## config.mk

```make
export PLATFORM = sky130hd
export DESIGN_NAME = mixed_fraction_normalize_divide
export DESIGN_NICKNAME = d
export VERILOG_FILES = /design/src/sv/mfnd_pkg.sv /design/src/sv/mfnd_dp.sv /design/src/sv/mfnd_ctrl.sv /design/src/sv/mixed_fraction_normalize_divide.sv
export SDC_FILE = /design/constraint.sdc
export NUM_CORES = 2
export LEC_CHECK = 0
export CAP_MARGIN = 20
export CELL_PAD_IN_SITES_DETAIL_PLACEMENT = 2
export CELL_PAD_IN_SITES_GLOBAL_PLACEMENT = 2
export CORE_MARGIN = 2
export CORE_UTILIZATION = 43
export DETAILED_ROUTE_END_ITERATION = 7
export DONT_BUFFER_PORTS = 1
export GPL_TIMING_DRIVEN = 0
export PLACE_DENSITY = 0.85
export SYNTH_ARGS = -nofsm -noshare
export SYNTH_HDL_FRONTEND = slang
export SYNTH_SLANG_ARGS = --single-unit
```

## constraint.sdc

```tcl
create_clock -name clk -period 10.6 [get_ports clk]
set_input_delay 1.06 -clock clk [delete_from_list [all_inputs] [get_ports clk]]
set_output_delay 1.06 -clock clk [all_outputs]
set_load 0.01 [all_outputs]
```

## src/sv/mfnd_pkg.sv

```systemverilog
// Shared types, operation codes and constants for the mixed fraction normalize/divide block.
package mfnd_pkg;

	typedef struct packed {
		logic        cmd;
		logic [31:0] whole_in;
		logic [31:0] int_part;
		logic [31:0] num;
		logic [31:0] den;
	} req_t;

	typedef struct packed {
		logic [31:0] out_whole;
		logic [31:0] out_num;
		logic [31:0] out_den;
		logic [1:0]  status;
	} rsp_t;

	// Datapath operations issued by the controller
	localparam logic [4:0] OP_NONE       = 5'd0;
	localparam logic [4:0] OP_LOAD       = 5'd1;
	localparam logic [4:0] OP_FOLD_START = 5'd2;
	localparam logic [4:0] OP_DIV_STEP   = 5'd3;
	localparam logic [4:0] OP_FOLD_END   = 5'd4;
	localparam logic [4:0] OP_GCD_START  = 5'd5;
	localparam logic [4:0] OP_GCD_STEP   = 5'd6;
	localparam logic [4:0] OP_RB_START   = 5'd7;
	localparam logic [4:0] OP_RB_END     = 5'd8;
	localparam logic [4:0] OP_RC_START   = 5'd9;
	localparam logic [4:0] OP_RC_END     = 5'd10;
	localparam logic [4:0] OP_SAT        = 5'd11;
	localparam logic [4:0] OP_ADD        = 5'd12;
	localparam logic [4:0] OP_MUL1       = 5'd13;
	localparam logic [4:0] OP_MUL2       = 5'd14;
	localparam logic [4:0] OP_MUL3       = 5'd15;
	localparam logic [4:0] OP_SHIFT      = 5'd16;
	localparam logic [4:0] OP_DLOAD      = 5'd17;
	localparam logic [4:0] OP_ERR        = 5'd18;

	localparam logic [1:0] STAT_OK   = 2'd0;
	localparam logic [1:0] STAT_ZERO = 2'd1;
	localparam logic [1:0] STAT_SAT  = 2'd2;

	localparam logic [31:0] RED_MIN   = 32'd3;
	localparam logic [6:0]  STEPS_32  = 7'd32;
	localparam logic [6:0]  STEPS_64  = 7'd64;

	typedef struct packed {
		logic [4:0] op;
		logic       emit;
	} ctl_t;

	typedef struct packed {
		logic den_zero;
		logic b_ge_c;
		logic reduce_ok;
		logic gcd_done;
		logic div_done;
		logic dvs_zero;
		logic dvs_wide;
		logic cmd;
	} sts_t;

endpackage

```

## src/sv/mfnd_dp.sv

```systemverilog
// Datapath: fraction registers, shared restoring divider, binary gcd and multiplier.
module mfnd_dp
	import mfnd_pkg::*;
#(
	parameter int DEN_BITS = 20
) (
	input  logic       clk,
	input  logic       arst_n,
	input  ctl_t       ctl,
	input  req_t       req,
	output sts_t       sts,
	output rsp_t       res
);

	logic [32:0] a_q;
	logic [31:0] b_q, c_q, n_q;
	logic        cmd_q, err_q, sat_q;
	logic [63:0] dvd_q, dvs_q, rem_q, mul_q;
	logic [6:0]  cnt_q;
	logic [31:0] u_q, v_q;
	logic [4:0]  k_q;

	logic [64:0] rem_sh, rem_nx, dvs_ext;
	logic        q_bit;
	logic [31:0] gcd_g;
	logic [32:0] quo_clamp;
	logic [31:0] mul_a;

	always_comb begin
		rem_sh  = {rem_q, dvd_q[63]};
		dvs_ext = {1'b0, dvs_q};
		q_bit   = rem_sh >= dvs_ext;
		rem_nx  = q_bit ? (rem_sh - dvs_ext) : rem_sh;
		gcd_g   = u_q << k_q;
		quo_clamp = (dvd_q > 64'h1_0000_0000) ? 33'h1_0000_0000 : dvd_q[32:0];
		mul_a   = (ctl.op == OP_MUL1) ? n_q : a_q[31:0];
	end

	always_ff @(posedge clk or negedge arst_n) begin
		if (!arst_n) begin
			cnt_q <= '0;
			err_q <= 1'b0;
			sat_q <= 1'b0;
		end else begin
			case (ctl.op)
				OP_LOAD: begin
					err_q <= 1'b0;
					sat_q <= 1'b0;
				end
				OP_FOLD_START, OP_RB_START, OP_RC_START: cnt_q <= STEPS_32;
				OP_MUL3: cnt_q <= STEPS_64;
				OP_DIV_STEP: cnt_q <= cnt_q - 7'd1;
				OP_SAT: if (a_q[32]) sat_q <= 1'b1;
				OP_ERR: err_q <= 1'b1;
				default: ;
			endcase
		end
	end

	always_ff @(posedge clk) begin
		case (ctl.op)
			OP_LOAD: begin
				a_q   <= {1'b0, req.int_part};
				b_q   <= req.num;
				c_q   <= req.den;
				n_q   <= req.whole_in;
				cmd_q <= req.cmd;
			end
			OP_FOLD_START: begin
				dvd_q <= {b_q, 32'd0};
				dvs_q <= {32'd0, c_q};
				rem_q <= '0;
			end
			OP_DIV_STEP: begin
				rem_q <= rem_nx[63:0];
				dvd_q <= {dvd_q[62:0], q_bit};
			end
			OP_FOLD_END: begin
				a_q <= a_q + {1'b0, dvd_q[31:0]};
				b_q <= rem_q[31:0];
			end
			OP_GCD_START: begin
				u_q <= b_q;
				v_q <= c_q;
				k_q <= '0;
			end
			OP_GCD_STEP: begin
				if (!u_q[0] && !v_q[0]) begin
					u_q <= u_q >> 1;
					v_q <= v_q >> 1;
					k_q <= k_q + 5'd1;
				end else if (!u_q[0]) begin
					u_q <= u_q >> 1;
				end else if (!v_q[0]) begin
					v_q <= v_q >> 1;
				end else if (u_q > v_q) begin
					u_q <= v_q;
					v_q <= u_q - v_q;
				end else begin
					v_q <= v_q - u_q;
				end
			end
			OP_RB_START: begin
				dvd_q <= {b_q, 32'd0};
				dvs_q <= {32'd0, gcd_g};
				rem_q <= '0;
			end
			OP_RB_END: b_q <= dvd_q[31:0];
			OP_RC_START: begin
				dvd_q <= {c_q, 32'd0};
				dvs_q <= {32'd0, gcd_g};
				rem_q <= '0;
			end
			OP_RC_END: c_q <= dvd_q[31:0];
			OP_SAT: if (a_q[32]) a_q <= {1'b0, 32'hFFFF_FFFF};
			OP_ADD: a_q <= {1'b0, a_q[31:0]} + {1'b0, n_q};
			OP_MUL1: mul_q <= mul_a * c_q;
			OP_MUL2: begin
				dvd_q <= mul_q;
				mul_q <= mul_a * c_q;
			end
			OP_MUL3: begin
				dvs_q <= mul_q + {32'd0, b_q};
				rem_q <= '0;
			end
			OP_SHIFT: begin
				dvs_q <= dvs_q >> 1;
				rem_q <= rem_q >> 1;
			end
			OP_DLOAD: begin
				// remainder can only reach the divisor after the shift, so fold at most one
				if (rem_q >= dvs_q) begin
					a_q <= quo_clamp + 33'd1;
					b_q <= rem_q[31:0] - dvs_q[31:0];
				end else begin
					a_q <= quo_clamp;
					b_q <= rem_q[31:0];
				end
				c_q <= dvs_q[31:0];
			end
			OP_ERR: begin
				a_q <= '0;
				b_q <= '0;
				c_q <= 32'd1;
			end
			default: ;
		endcase
	end

	always_comb begin
		sts.den_zero  = c_q == 32'd0;
		sts.b_ge_c    = b_q >= c_q;
		sts.reduce_ok = (b_q > RED_MIN) && (c_q > RED_MIN);
		sts.gcd_done  = v_q == 32'd0;
		sts.div_done  = cnt_q == 7'd0;
		sts.dvs_zero  = dvs_q == 64'd0;
		sts.dvs_wide  = (dvs_q >> DEN_BITS) != 64'd0;
		sts.cmd       = cmd_q;
		res.out_whole = a_q[31:0];
		res.out_num   = b_q;
		res.out_den   = c_q;
		res.status    = err_q ? STAT_ZERO : (sat_q ? STAT_SAT : STAT_OK);
	end

	// whole part fits 32 bits once saturation has been applied
	a_sat_fits: assert property (@(posedge clk) disable iff (!arst_n)
		ctl.op == OP_SAT |=> !a_q[32])
		else $error("whole part still wide after saturation");

	// divider count runs down one per step
	div_count: assert property (@(posedge clk) disable iff (!arst_n)
		ctl.op == OP_DIV_STEP |=> cnt_q == $past(cnt_q) - 7'd1)
		else $error("divider count slipped");

	// a handed-off fraction is proper
	rsp_proper: assert property (@(posedge clk) disable iff (!arst_n)
		ctl.emit |-> b_q < c_q)
		else $error("numerator not below denominator at hand-off");

endmodule

```

## src/sv/mfnd_ctrl.sv

```systemverilog
// Controller: sequences load, fold, gcd reduction, add or divide, and result hand-off.
module mfnd_ctrl
	import mfnd_pkg::*;
(
	input  logic clk,
	input  logic arst_n,
	input  logic req_valid,
	input  logic rsp_free,
	input  sts_t sts,
	output ctl_t ctl,
	output logic req_stall
);

	localparam logic [4:0] S_IDLE   = 5'd0;
	localparam logic [4:0] S_CHK    = 5'd1;
	localparam logic [4:0] S_FOLD   = 5'd2;
	localparam logic [4:0] S_FDIV   = 5'd3;
	localparam logic [4:0] S_GCHK   = 5'd4;
	localparam logic [4:0] S_GCD    = 5'd5;
	localparam logic [4:0] S_RBDIV  = 5'd6;
	localparam logic [4:0] S_RC     = 5'd7;
	localparam logic [4:0] S_RCDIV  = 5'd8;
	localparam logic [4:0] S_SAT    = 5'd9;
	localparam logic [4:0] S_BRANCH = 5'd10;
	localparam logic [4:0] S_ADD    = 5'd11;
	localparam logic [4:0] S_MUL1   = 5'd12;
	localparam logic [4:0] S_MUL2   = 5'd13;
	localparam logic [4:0] S_MUL3   = 5'd14;
	localparam logic [4:0] S_ZCHK   = 5'd15;
	localparam logic [4:0] S_DIV    = 5'd16;
	localparam logic [4:0] S_SHIFT  = 5'd17;
	localparam logic [4:0] S_ERR    = 5'd18;
	localparam logic [4:0] S_EMIT   = 5'd19;

	logic [4:0] state_q, state_d;
	logic       pass_q, pass_d;

	always_comb begin
		state_d  = state_q;
		pass_d   = pass_q;
		ctl.op   = OP_NONE;
		ctl.emit = 1'b0;
		case (state_q)
			S_IDLE: begin
				pass_d = 1'b0;
				if (req_valid) begin
					ctl.op  = OP_LOAD;
					state_d = S_CHK;
				end
			end
			S_CHK: state_d = sts.den_zero ? S_ERR : S_FOLD;
			S_FOLD: begin
				if (sts.b_ge_c) begin
					ctl.op  = OP_FOLD_START;
					state_d = S_FDIV;
				end else begin
					state_d = S_GCHK;
				end
			end
			S_FDIV: begin
				if (sts.div_done) begin
					ctl.op  = OP_FOLD_END;
					state_d = S_GCHK;
				end else begin
					ctl.op = OP_DIV_STEP;
				end
			end
			S_GCHK: begin
				if (sts.reduce_ok) begin
					ctl.op  = OP_GCD_START;
					state_d = S_GCD;
				end else begin
					state_d = S_SAT;
				end
			end
			S_GCD: begin
				if (sts.gcd_done) begin
					ctl.op  = OP_RB_START;
					state_d = S_RBDIV;
				end else begin
					ctl.op = OP_GCD_STEP;
				end
			end
			S_RBDIV: begin
				if (sts.div_done) begin
					ctl.op  = OP_RB_END;
					state_d = S_RC;
				end else begin
					ctl.op = OP_DIV_STEP;
				end
			end
			S_RC: begin
				ctl.op  = OP_RC_START;
				state_d = S_RCDIV;
			end
			S_RCDIV: begin
				if (sts.div_done) begin
					ctl.op  = OP_RC_END;
					state_d = S_SAT;
				end else begin
					ctl.op = OP_DIV_STEP;
				end
			end
			S_SAT: begin
				ctl.op  = OP_SAT;
				state_d = S_BRANCH;
			end
			S_BRANCH: begin
				if (pass_q)
					state_d = S_EMIT;
				else
					state_d = sts.cmd ? S_MUL1 : S_ADD;
			end
			S_ADD: begin
				ctl.op  = OP_ADD;
				pass_d  = 1'b1;
				state_d = S_SAT;
			end
			S_MUL1: begin
				ctl.op  = OP_MUL1;
				state_d = S_MUL2;
			end
			S_MUL2: begin
				ctl.op  = OP_MUL2;
				state_d = S_MUL3;
			end
			S_MUL3: begin
				ctl.op  = OP_MUL3;
				state_d = S_ZCHK;
			end
			S_ZCHK: state_d = sts.dvs_zero ? S_ERR : S_DIV;
			S_DIV: begin
				if (sts.div_done)
					state_d = S_SHIFT;
				else
					ctl.op = OP_DIV_STEP;
			end
			S_SHIFT: begin
				// drop one bit from remainder and divisor until the divisor fits
				if (sts.dvs_wide) begin
					ctl.op = OP_SHIFT;
				end else begin
					ctl.op  = OP_DLOAD;
					pass_d  = 1'b1;
					state_d = S_GCHK;
				end
			end
			S_ERR: begin
				ctl.op  = OP_ERR;
				state_d = S_EMIT;
			end
			S_EMIT: begin
				if (rsp_free) begin
					ctl.emit = 1'b1;
					state_d  = S_IDLE;
				end
			end
			default: state_d = S_IDLE;
		endcase
	end

	always_ff @(posedge clk or negedge arst_n) begin
		if (!arst_n) begin
			state_q <= S_IDLE;
			pass_q  <= 1'b0;
		end else begin
			state_q <= state_d;
			pass_q  <= pass_d;
		end
	end

	assign req_stall = state_q != S_IDLE;

	// an accepted request always goes to the zero-denominator check first
	accept_to_chk: assert property (@(posedge clk) disable iff (!arst_n)
		state_q == S_IDLE && req_valid |=> state_q == S_CHK)
		else $error("request not followed by denominator check");

	// a result is handed over only after an error or the final pass
	emit_after_work: assert property (@(posedge clk) disable iff (!arst_n)
		ctl.emit |-> state_q == S_EMIT && rsp_free)
		else $error("result handed over out of turn");

	// divide steps never run past the end of the count
	step_in_range: assert property (@(posedge clk) disable iff (!arst_n)
		ctl.op == OP_DIV_STEP |-> !sts.div_done)
		else $error("divider stepped after completion");

endmodule

```

## src/sv/mixed_fraction_normalize_divide.sv

```systemverilog
// Top level of the mixed fraction normalize/divide block with its result register.
//
// Request channel (req_valid, req_stall, req): one mixed fraction int_part + num/den,
// a whole number and a command. Command 0 adds the whole number; command 1 divides
// it by the fraction and scales remainder and divisor down to DEN_BITS bits.
// Response channel (rsp_valid, rsp_stall, rsp): normalized whole, numerator,
// denominator and status (0 ok, 1 zero denominator or divisor, 2 saturated).
// One request is worked at a time. The zero-denominator case finishes soonest and
// the divide path takes longest; the time is set by the one-bit-per-cycle
// restoring divider (32 or 64 steps per division, up to six divisions), the
// subtract-and-shift gcd loop and the one-bit-per-cycle divisor scaling.
// The finished result sits in an output register; a new request is taken while it
// waits, and a stalled response holds its payload until taken. Work completes but
// waits in place when the register is still full.
// Reset clears the controller and the output valid; no clearing pass is needed.
module mixed_fraction_normalize_divide
	import mfnd_pkg::*;
#(
	parameter int DEN_BITS = 20
) (
	input  logic clk,
	input  logic arst_n,
	input  logic req_valid,
	output logic req_stall,
	input  req_t req,
	output logic rsp_valid,
	input  logic rsp_stall,
	output rsp_t rsp
);

	ctl_t ctl;
	sts_t sts;
	rsp_t res;
	logic rsp_valid_q;
	rsp_t rsp_q;
	logic rsp_free;

	assign rsp_free = !rsp_valid_q || !rsp_stall;

	mfnd_ctrl u_ctrl (
		.clk       (clk),
		.arst_n    (arst_n),
		.req_valid (req_valid),
		.rsp_free  (rsp_free),
		.sts       (sts),
		.ctl       (ctl),
		.req_stall (req_stall)
	);

	mfnd_dp #(
		.DEN_BITS (DEN_BITS)
	) u_dp (
		.clk    (clk),
		.arst_n (arst_n),
		.ctl    (ctl),
		.req    (req),
		.sts    (sts),
		.res    (res)
	);

	always_ff @(posedge clk or negedge arst_n) begin
		if (!arst_n) begin
			rsp_valid_q <= 1'b0;
		end else if (ctl.emit) begin
			rsp_valid_q <= 1'b1;
		end else if (!rsp_stall) begin
			rsp_valid_q <= 1'b0;
		end
	end

	always_ff @(posedge clk) begin
		if (ctl.emit)
			rsp_q <= res;
	end

	assign rsp_valid = rsp_valid_q;
	assign rsp       = rsp_q;

endmodule
```

==> reports/qor.yml <==
critical_path:
  critical-path-slowest-cell: "inv_1"
  cp_top_delay_family: "adder cells"
  critical_path.max_stage_delay_ns: 0.97
  timing.critical_path.buf_inv: 9
  worst_setup_path_start_kind: "flop"
  critical_path.max_fanout: 10
  cp_data_arrival_time_ns: 10.97
  crit_top_cell: "fa_1"
  worstSetupPathType: "reg -> reg"
  critPathCaptureType: "flop"
  worstPathRequired_ns: 11.04
placed_design:
  dp_worst_slack_ns: -2.90
  buffer_ports.inserted: 0
  finalWeightedCongestion: 1.03
  detailed_place_hpwl_um: 353000
route:
  detailedRoute.firstPassIterationCount: 7
  route.antenna.remaining_nets: 0
  wire_per_inst_um: 39.7
  num_vias: 73563
  finalWirelength_um: 435000
  detail_route.drc_violations: 0
  drt-vias-per-instance: 6.71
  drt_first_iter_violations: 9212
synth:
  yosys_register_bits: 569
  yosysMostFrequentCell: "inv_1"
  yosys_most_used_dff: "edfxtp_1"
  synth_top_cells_by_area: "fa_1 24%, edfxtp_1 22%, ha_1 9.7%"
  syn_area_per_cell_um2: 9.07
  async_flop_share_pct: 2.81
  yosysWarnings: 0
  syn_nets: 9969
  synth_enable_flop_cells: 553
  synth.lib_cells_used.distinct: 107
  synth.yosys.seq_area_share_pct: 22.5
  synth_commonest_cells: "1104 x inv_1, 949 x nand2_1, 903 x fa_1"
  yosysTopAreaCell: "fa_1"
  mappedNetlistArea_um2: 75700
  synth.top_cell.area_share_pct: 23.9
  syn-instance-count: 8347
floorplan:
  die_w_um: 424
  rows: 154
  floorplan.core_area_um2: 176000
  die_h_um: 424
  floorplan.die_area_um2: 180000
  boundaryPins: 233
  initial_utilization_pct: 43.1
cts:
  clk_lat_worst_skew_ns: 0.74
  cts.clk_slew.worst_paths_ns: 0.06
  cts_inserted_buffers: 73
  clock_tree.root_cell: "clkbuf_16"
  htree_levels: 3
  tritoncts: "done"
  cts.sinks: 569
  clock_path_buffers: 3
sta:
  post-route-period-util_pct: 99.3
  post-route-min-period_ns: 10.53
  setup_slack_ns: 0.0699
  slew_violations: 0
  final.hold.worst_slack_ns: 0.0492
  timing_hold_violations_final: 0
  unrepaired_setup_endpoints_after_global_routing: "true"
  setup_viol: 0
  timing.slew.headroom_pct: 9.68
  tightestPinTransition_ns: 1.35
  timing.fmax_mhz: 95.0
  setup_tns_ns: 0
  fin_worst_skew_ns: 0.0673
finish:
  num-fill-cells: 18764
  multi_input_comb_area_um2: 53100
  design.final.nets: 10125
  final_layout_size_suffix_gt1_share_pct: 6.12
  layout.area.seq_um2: 17000
  area.growth.synth_to_final_pct: 10.2
power_and_ir_drop:
  leakage_nw: 36.3
  finalPower_mw: 5.26
  irDropWorstVdd_uv: 124
  cellPowerDensity_nw_per_um2: 63.0
global_route:
  overflow: 0
  gr_util_all_layers_pct: 47.4
  grt_antenna_before_repair: 70
  grt_max_degree: 69
  global_route_wire_length_before_repair_um: 600000
  vias_in_the_first_global_route: 78626
worst_hold_path:
  worstHoldPathType: "in -> async"
flow_run:
  maxCapViolations: 0
status:
  outcome: "finished, final reports clean"
## layer usage
metal | track usage [%] | vias up | wire [µm]
met2 | 72.0 | 5124 | 189000
met5 | 0 | - | 267
li1 | - | 28595 | -
met3 | 12.4 | 1962 | 43800
met1 | 54.0 | 37844 | 151000
met4 | 45.3 | 38 | 51100
## stage by stage
step	util [%]	area, µm²	std cells
after floorplan	-	75700	8347
after global placement	44.8	78700	10687
after detailed placement	45.6	80000	10758
after CTS	47.2	82900	10890
after global routing	47.5	83400	10920
final	47.5	83500	10958
## cells by family after synthesis
family	share of synthesized area, %
AND/OR/NAND/NOR	14.8
XOR/XNOR	3.58
buffers and inverters	7.92
flip-flops	22.5
adder cells (fa/ha/maj)	33.5
AO/OA/AOI/OAI	14.7
multiplexers	2.94
## sequential cells by signal, indices dropped and copies added (netlist names)
name	flops
rsp	98
u_dp.dvd_q	64
u_dp.dvs_q	64
u_dp.mul_q	64
u_dp.rem_q	64
u_dp.a_q	33
u_dp.b_q	32
u_dp.c_q	32
u_dp.n_q	32
u_dp.u_q	32
u_dp.v_q	32
u_dp.cnt_q	7
u_ctrl.state_q	5
u_dp.k_q	5
rsp_valid	1
u_ctrl.pass_q	1
u_dp.cmd_q	1
u_dp.err_q	1
u_dp.sat_q	1
## power by group
group          leakage [nW]  internal [mW]          switching, mW  total (mW)
clock network          1.23           1.56                   1.23        2.79
logic                  29.9         0.0122                 0.0202      0.0325
registers              5.21           2.44  0.0000000000000000193        2.44
## final timing paths
kind | startpoint | end | slack (ns) | cells past startpoint
worst max-delay path | u_dp.c_q[22] | u_dp.mul_q[63] | 0.07 | 30
worst min-delay path | arst_n | u_dp.err_q | 0.05 | 0
worst max register to register | u_dp.c_q[22] | u_dp.mul_q[63] | 0.07 | 30
worst min register to register | u_dp.c_q[24] | rsp[26] | 0.48 | 0
max in group asynchronous | arst_n | u_ctrl.state_q[2] | 10.44 | 0
min in group clk | req[115] | u_dp.n_q[19] | 0.41 | 0
## layout make-up
cell class                 count  share of cell area, %
multi-input combinational   6207                   63.7
sequential                   569                   20.4
inverter                    1107                   4.99
tap                         2340                   3.51
buffer                       447                   2.37
clock buffer                  82                   2.23
timing repair buffer          98                   1.82
clock inverter                50                  0.850
antenna                       58                  0.174
## cell usage in the layout (no fill, tap or decap), types with 196 or more instances in the layout
cell,count
ha_1,583
fa_1,896
clkbuf_1,335
xnor2_1,196
inv_1,1102
a21oi_1,448
nand2_1,946
edfxtp_1,553
nor2_1,830
o21ai_0,364
## what timing repair did
item | 4_1_cts | 5_1_grt
resized for setup | 110 | 84
pin swaps | 1 | 7
setup buffers | 9 | 6
hold buffers | 0 | 0
cloned | 0 | 0
endpoints found under the setup margin | 48 | 17
## worst register-to-register path: cells and delay by family, from the launching register on
family / cells / cell delay [ns]
xor+xnor: 1 / 0.15
simple gates: 2 / 0.32
flops: 1 / 0.85
compound gates: 9 / 2.10
buf+inv: 9 / 2.41
fa+ha+maj: 9 / 4.37
Note: power is estimated with default switching activity, not from simulation.
